$ cat src/hdl/ccts_pkg.sv
// ccts_pkg: shared types, token kind codes and character class functions
// for the character class token splitter and its checker
// no dependencies
package ccts_pkg;

  localparam int CHAR_W = 8;
  localparam int KIND_W = 4;
  localparam int QUEUE_DEPTH = 4;
  localparam int QPTR_W = $clog2(QUEUE_DEPTH);
  localparam int QCNT_W = $clog2(QUEUE_DEPTH + 1);

  // token kinds as they appear on the result stream
  localparam logic [KIND_W-1:0] KIND_LPAREN  = 4'd0;
  localparam logic [KIND_W-1:0] KIND_RPAREN  = 4'd1;
  localparam logic [KIND_W-1:0] KIND_LBRACK  = 4'd2;
  localparam logic [KIND_W-1:0] KIND_RBRACK  = 4'd3;
  localparam logic [KIND_W-1:0] KIND_LBRACE  = 4'd4;
  localparam logic [KIND_W-1:0] KIND_RBRACE  = 4'd5;
  localparam logic [KIND_W-1:0] KIND_COMMA   = 4'd6;
  localparam logic [KIND_W-1:0] KIND_SEMI    = 4'd7;
  localparam logic [KIND_W-1:0] KIND_NUMBER  = 4'd8;
  localparam logic [KIND_W-1:0] KIND_SMALL   = 4'd9;
  localparam logic [KIND_W-1:0] KIND_CAPITAL = 4'd10;
  localparam logic [KIND_W-1:0] KIND_SYMBOL  = 4'd11;
  localparam logic [KIND_W-1:0] KIND_NONE    = 4'd15;

  localparam logic [CHAR_W-1:0] CHAR_NUL   = 8'h00;
  localparam logic [CHAR_W-1:0] CHAR_UNDER = 8'h5F;

  typedef struct packed {
    logic [KIND_W-1:0] kind;
    logic [CHAR_W-1:0] chr;
    logic              has_char;
    logic              starts_token;
    logic              ends_token;
    logic              last_of_run;
  } result_t;

  function automatic logic is_digit(input logic [CHAR_W-1:0] c);
    return (c >= "0") && (c <= "9");
  endfunction

  function automatic logic is_lower(input logic [CHAR_W-1:0] c);
    return (c >= "a") && (c <= "z");
  endfunction

  function automatic logic is_upper(input logic [CHAR_W-1:0] c);
    return (c >= "A") && (c <= "Z");
  endfunction

  function automatic logic is_symbol(input logic [CHAR_W-1:0] c);
    logic hit;
    hit = 1'b0;
    case (c) inside
      "!", "$", "%", "&", "-", "=", "~", "^", "|",
      "@", "+", ":", "*", "<", ">", "/", ".", "?": hit = 1'b1;
      default: hit = 1'b0;
    endcase
    return hit;
  endfunction

  // kind of a one-character token, KIND_NONE when c is not one
  function automatic logic [KIND_W-1:0] punct_kind(input logic [CHAR_W-1:0] c);
    logic [KIND_W-1:0] k;
    case (c)
      "(":     k = KIND_LPAREN;
      ")":     k = KIND_RPAREN;
      "[":     k = KIND_LBRACK;
      "]":     k = KIND_RBRACK;
      "{":     k = KIND_LBRACE;
      "}":     k = KIND_RBRACE;
      ",":     k = KIND_COMMA;
      ";":     k = KIND_SEMI;
      default: k = KIND_NONE;
    endcase
    return k;
  endfunction

endpackage

$ cat src/hdl/char_class_token_splitter.sv
// char_class_token_splitter: one source byte per request, token characters
// and closing marks out through a four-entry result queue
// depends on ccts_pkg
//
// throughput: one byte per cycle while s_tready is high; a byte that
// both closes a run and starts a token gives two results, so the output
// side then sets the pace
// s_tready is high while the result queue has room for two results
// reset: synchronous, clears the open token kind and empties the queue
module char_class_token_splitter
  import ccts_pkg::*;
(
  input  logic        clk,
  input  logic        rst,
  input  logic        s_tvalid,
  output logic        s_tready,
  input  logic [7:0]  s_tdata,   // [7:0] char_value
  input  logic        s_tlast,   // end_of_input
  output logic        m_tvalid,
  input  logic        m_tready,
  output logic [15:0] m_tdata,   // [3:0] token_kind, [11:4] token_char,
                                 // [12] has_char, [13] starts_token,
                                 // [14] ends_token, [15] zero
  output logic        m_tlast    // last_of_run
);

  typedef enum logic [2:0] {
    OPEN_IDLE  = 3'd0,
    OPEN_NUM   = 3'd1,
    OPEN_SMALL = 3'd2,
    OPEN_CAP   = 3'd3,
    OPEN_SYM   = 3'd4
  } open_t;

  open_t open_kind, open_kind_next;

  result_t             queue [QUEUE_DEPTH];
  logic [QPTR_W-1:0]   wr_ptr, rd_ptr;
  logic [QCNT_W-1:0]   count;

  result_t             res0, res1, fresh, closing;
  logic                fresh_valid, is_open, cont;
  logic [1:0]          n_res;
  logic [KIND_W-1:0]   open_code, pk;
  open_t               fresh_open;
  logic                in_fire, out_fire;
  logic [CHAR_W-1:0]   c;

  assign c        = s_tdata;
  assign in_fire  = s_tvalid && s_tready;
  assign out_fire = m_tvalid && m_tready;
  assign s_tready = (count <= QCNT_W'(QUEUE_DEPTH - 2));
  assign m_tvalid = (count != '0);

  always_comb begin
    is_open   = 1'b1;
    open_code = KIND_NONE;
    cont      = 1'b0;
    case (open_kind)
      OPEN_NUM: begin
        open_code = KIND_NUMBER;
        cont      = is_digit(c);
      end
      OPEN_SMALL: begin
        open_code = KIND_SMALL;
        cont      = is_lower(c) || is_digit(c) || (c == CHAR_UNDER);
      end
      OPEN_CAP: begin
        open_code = KIND_CAPITAL;
        cont      = is_upper(c) || is_lower(c) || is_digit(c);
      end
      OPEN_SYM: begin
        open_code = KIND_SYMBOL;
        cont      = is_symbol(c);
      end
      default: begin
        is_open = 1'b0;
      end
    endcase
  end

  // classification of the byte as the first character of a token
  always_comb begin
    pk          = punct_kind(c);
    fresh_open  = OPEN_IDLE;
    fresh_valid = 1'b1;
    fresh       = '{kind: pk, chr: c, has_char: 1'b1, starts_token: 1'b1,
                    ends_token: 1'b1, last_of_run: 1'b0};
    if (pk == KIND_NONE) begin
      fresh.ends_token = 1'b0;
      if (is_digit(c)) begin
        fresh_open = OPEN_NUM;
        fresh.kind = KIND_NUMBER;
      end else if (is_lower(c)) begin
        fresh_open = OPEN_SMALL;
        fresh.kind = KIND_SMALL;
      end else if (is_upper(c)) begin
        fresh_open = OPEN_CAP;
        fresh.kind = KIND_CAPITAL;
      end else if (is_symbol(c)) begin
        fresh_open = OPEN_SYM;
        fresh.kind = KIND_SYMBOL;
      end else begin
        fresh_valid = 1'b0;
      end
    end
  end

  always_comb begin
    closing = '{kind: open_code, chr: CHAR_NUL, has_char: 1'b0, starts_token: 1'b0,
                ends_token: 1'b1, last_of_run: 1'b0};
    res0           = closing;
    res1           = fresh;
    n_res          = 2'd0;
    open_kind_next = OPEN_IDLE;
    if (s_tlast || (c == CHAR_NUL)) begin
      n_res = {1'b0, is_open};
    end else if (is_open && cont) begin
      res0 = '{kind: open_code, chr: c, has_char: 1'b1, starts_token: 1'b0,
               ends_token: 1'b0, last_of_run: 1'b0};
      n_res          = 2'd1;
      open_kind_next = open_kind;
    end else begin
      open_kind_next = fresh_open;
      if (is_open) begin
        n_res = 2'd1 + {1'b0, fresh_valid};
      end else begin
        res0  = fresh;
        n_res = {1'b0, fresh_valid};
      end
    end
    if (n_res == 2'd2) begin
      res1.last_of_run = 1'b1;
    end else begin
      res0.last_of_run = 1'b1;
    end
  end

  always_ff @(posedge clk) begin
    if (rst) begin
      open_kind <= OPEN_IDLE;
      wr_ptr    <= '0;
      rd_ptr    <= '0;
      count     <= '0;
    end else begin
      if (in_fire) begin
        open_kind <= open_kind_next;
        wr_ptr    <= wr_ptr + QPTR_W'(n_res);
      end
      if (out_fire) begin
        rd_ptr <= rd_ptr + QPTR_W'(1);
      end
      count <= count + (in_fire ? QCNT_W'(n_res) : '0) - QCNT_W'(out_fire);
    end
  end

  // queue payload needs no reset
  always_ff @(posedge clk) begin
    if (in_fire && (n_res != 2'd0)) begin
      queue[wr_ptr] <= res0;
    end
    if (in_fire && (n_res == 2'd2)) begin
      queue[wr_ptr + QPTR_W'(1)] <= res1;
    end
  end

  result_t head;
  assign head    = queue[rd_ptr];
  assign m_tdata = {1'b0, head.ends_token, head.starts_token, head.has_char,
                    head.chr, head.kind};
  assign m_tlast = head.last_of_run;

endmodule

$ cat config.mk
export PLATFORM = sky130hd
export DESIGN_NAME = char_class_token_splitter
export DESIGN_NICKNAME = d
export VERILOG_FILES = /design/src/hdl/ccts_pkg.sv /design/src/hdl/char_class_token_splitter.sv
export SDC_FILE = /design/constraint.sdc
export NUM_CORES = 1
export LEC_CHECK = 0
export ABC_AREA = 1
export BUFFER_PORTS_ARGS = -buffer_cell sky130_fd_sc_hd__buf_2
export CAP_MARGIN = 20
export CORE_ASPECT_RATIO = 0.8
export CORE_UTILIZATION = 61
export DETAILED_ROUTE_END_ITERATION = 6
export PLACE_DENSITY_LB_ADDON = 0.25
export SLEW_MARGIN = 20
export SYNTH_ARGS = -nofsm -noshare
export SYNTH_HDL_FRONTEND = slang
export SYNTH_SLANG_ARGS = --single-unit
$ cat constraint.sdc
create_clock -name clk -period 4.26 [get_ports clk]
set_input_delay 0.852 -clock clk [delete_from_list [all_inputs] [get_ports clk]]
set_output_delay 0.852 -clock clk [all_outputs]
set_load 0.01 [all_outputs]
==> flow_summary_export.csv <==
group,metric,value,unit
placement,post_dp_cell_area,4643,µm²
synthesis,synthFlopType,"edfxtp_1",
global_route,antenna_found_initial,0,
sta,worst_pin_slew,0.9483,ns
synthesis,yosysSeqAreaShare,46.86,%
global_route,grt_first_pass_wirelength,18510,µm
sta,rsz0062_at_grt,"no",
global_route,track_usage,31.52,%
clock_tree,cts-root-buf,"clkbuf_8",
pwr,ir_drop,0.3305,mV
clock_tree,cts_hold_buf,0,
job,drv_cap,0,
finish,multi_input_area,2023,µm²
routing,drcViolationCount,0,
pwr,fin_total_pwr,2.447,mW
routing,wl,11460,µm
placement,portBuffers,30,
critical_path,start_kind,"primary input",
sta,slew_viol_final,0,
sta,clock_skew,0.01072,ns
synthesis,yosysWarnings,0,
finish,layout_commonest_cell,"nand2_1",
synthesis,syn_area,4443,µm²
critical_path,path_max_fanout,10,
clock_tree,clk_pin_slew,0.09,ns
critical_path,crit_path_frequent_cell,"nand2_1",
floorplanning,coreArea,6959,µm²
synthesis,syn_inst,547,
synthesis,synthesis.nets,566,
routing,first_iter_violations,432,
finish,diodes,0,
clock_tree,clk_path_buf_depth,2,
finish,area_delta_synth_final,9.096,%
critical_path,end_kind,"flip-flop",
floorplanning,die_w,97.42,µm
clock_tree,cts_buffers,9,
sta,setup_viol,0,
critical_path,critPathMaxStageDelay,0.37,ns
clock_tree,numClockSinks,76,
finish,seq_area,2082,µm²
routing,first_pass_iters,5,
clock_tree,h-tree-depth,3,
synthesis,syn_area_per_cell,8.123,µm²
critical_path,slowest_stage,"fa_1",
sta,slew_headroom,36.71,%
clock_tree,cts_tree,"built",
placement,gp_congestion,0.9111,
floorplanning,start_util,63.84,%
floorplanning,row_count,27,
pwr,p_per_area,504.9,nW/µm²
global_route,grt_pass1_vias,3682,
floorplanning,die_area,7631,µm²
critical_path,cp.required,4.53,ns
synthesis,synth_edf_count,56,
finish,layout_common_cells,"110 x nand2_1, 78 x o21ai_0, 75 x nor2_1",
clock_tree,cts_resized,0,
finish,drive_gt1_share,17.41,%
finish,fill_cells,556,
routing,antenna_left,0,
synthesis,async_reset_ff_share,0,%
clock_tree,clock_latency,0.36,ns
global_route,grt_max_degree,33,
critical_path,critPathKind,"in -> reg",
finish,post-route-cell-area,4847,µm²
sta,fin_crit,3.645,ns
synthesis,ys_seq_elements,76,
floorplanning,die_height,78.34,µm
placement,dp_hpwl,7804,µm
floorplanning,io-pin-count,32,
sta,tns,0,ns
worst_hold_path,hold_path_class,"reg -> reg",
finish,nets,594,
critical_path,crit_chain,"buf_2, inv_2, nand2_1, nor2_1, inv_1, nor2_1, a21oi_1, nand2_1, nor2_1, nand2_1, ha_1, o21ai_2, nand2_1, nand2_1, ha_1, inv_1, ha_1, inv_1, fa_1, xor2_1, inv_1, nor2_1",
routing,viasPerCell,6.069,
sta,max_freq,274.3,MHz
clock_tree,cts_setup_buffers,0,
routing,wl_per_cell,17.18,µm
run_status,status,"finished clean",
global_route,overflow,0,
critical_path,cp_data_arrival_time,3.92,ns
pwr,p_leak,2.126,nW
sta,fin_crit_sh,85.56,%
sta,hold_viol,0,
routing,vias,4048,
synthesis,synth_cell_type_count,37,
==> final cells by class <==
type / instances / share of cell area (%)
clock buffers: 9 / 2.556
well taps: 87 / 2.246
clock inverters: 7 / 1.652
flip-flops and latches: 76 / 42.95
repair buffers: 39 / 4.491
multi-input cells: 394 / 41.74
inverters: 55 / 4.362
==> registers in the layout, summed over array words and instances (netlist names), named ones only <==
signal     flops
open_kind      3
count          3
wr_ptr         2
rd_ptr         2
queue         64
==> critical path: cells and delay by family <==
kind / cells / cell delay (ns)
compound gates: 2 / 0.42
xor+xnor: 1 / 0.17
fa+ha+maj: 4 / 1.05
buf+inv: 6 / 0.53
simple gates: 9 / 0.91
==> synthesized netlist by cell type (2+ instances only) <==
| library cell | n | share of area [%] |
|---|---|---|
| o21bai_1 | 2 | 0.34 |
| o21ai_1 | 11 | 1.2 |
| nand2_4 | 8 | 2.0 |
| inv_1 | 44 | 3.7 |
| nand2_2 | 6 | 0.84 |
| inv_2 | 8 | 0.68 |
| nand3_1 | 25 | 2.8 |
| clkbuf_1 | 10 | 0.84 |
| nand2_1 | 110 | 9.3 |
| nor2_8 | 2 | 0.90 |
| nand3_2 | 5 | 1.1 |
| buf_4 | 9 | 1.5 |
| o22ai_1 | 20 | 2.8 |
| a21oi_1 | 11 | 1.2 |
| buf_2 | 2 | 0.23 |
| nor3_1 | 3 | 0.34 |
| ha_1 | 5 | 1.4 |
| nor2_1 | 75 | 6.3 |
| nor2_2 | 9 | 1.3 |
| o211ai_1 | 11 | 1.9 |
| dfxtp_1 | 20 | 9.0 |
| inv_4 | 2 | 0.28 |
| o21ai_0 | 78 | 8.8 |
| edfxtp_1 | 56 | 38 |
| nor2_4 | 3 | 0.76 |
==> per-stage QoR <==
stage | std cells | hold WS [ns] | setup WS (ns) | util [%]
2_1_floorplan | 547 | 0.4219 | 0.4601 | -
3_3_place_gp | 651 | 0.4366 | 0.3774 | 66.72
3_5_place_dp | 651 | 0.4598 | 0.2977 | 66.72
4_1_cts | 667 | 0.4734 | 0.6370 | 69.65
5_1_grt | 667 | 0.4955 | 0.3350 | 69.65
6_report | 667 | 0.4794 | 0.6150 | 69.65
==> layer usage <==
layer	GRT usage (%)	up-vias	share of wire, %
li1	-	1896	-
met1	45.54	1836	42
met2	46.99	281	44
met3	7.213	35	12
met4	10.59	0	2.2
met5	0	-	0
==> power breakdown <==
part           leakage (nW)  switching, mW  internal [mW]
Combinational          1.31          0.594          0.298
Sequential            0.717         0.0574          0.919
Clock                 0.103          0.300          0.280
Total                  2.13          0.951           1.50
==> final timing paths <==
check	startpoint	endpoint	slack, ns	cells after the start
max reg2reg	open_kind[2]	count[2]	1.04	18
max	s_tdata[2]	count[2]	0.61	22
min	queue[1][3]	queue[1][3]	0.48	2
min reg2reg	queue[1][3]	queue[1][3]	0.48	2
==> cells by family (layout without fill, tap and decap cells) <==
logic type / Yosys count / count (layout) / share of synthesized area [%]
xor gates and xnor gates: 2 / 2 / 0.3943
buffers and inverters: 77 / 110 / 7.603
other: 1 / 1 / 0.08440
DFF: 76 / 76 / 46.86
AOI/OAI and AO/OA: 135 / 135 / 16.64
and+or+nand+nor: 250 / 250 / 26.56
adders and majority gates: 6 / 6 / 1.859
Note: power is estimated with default switching activity, not from simulation.
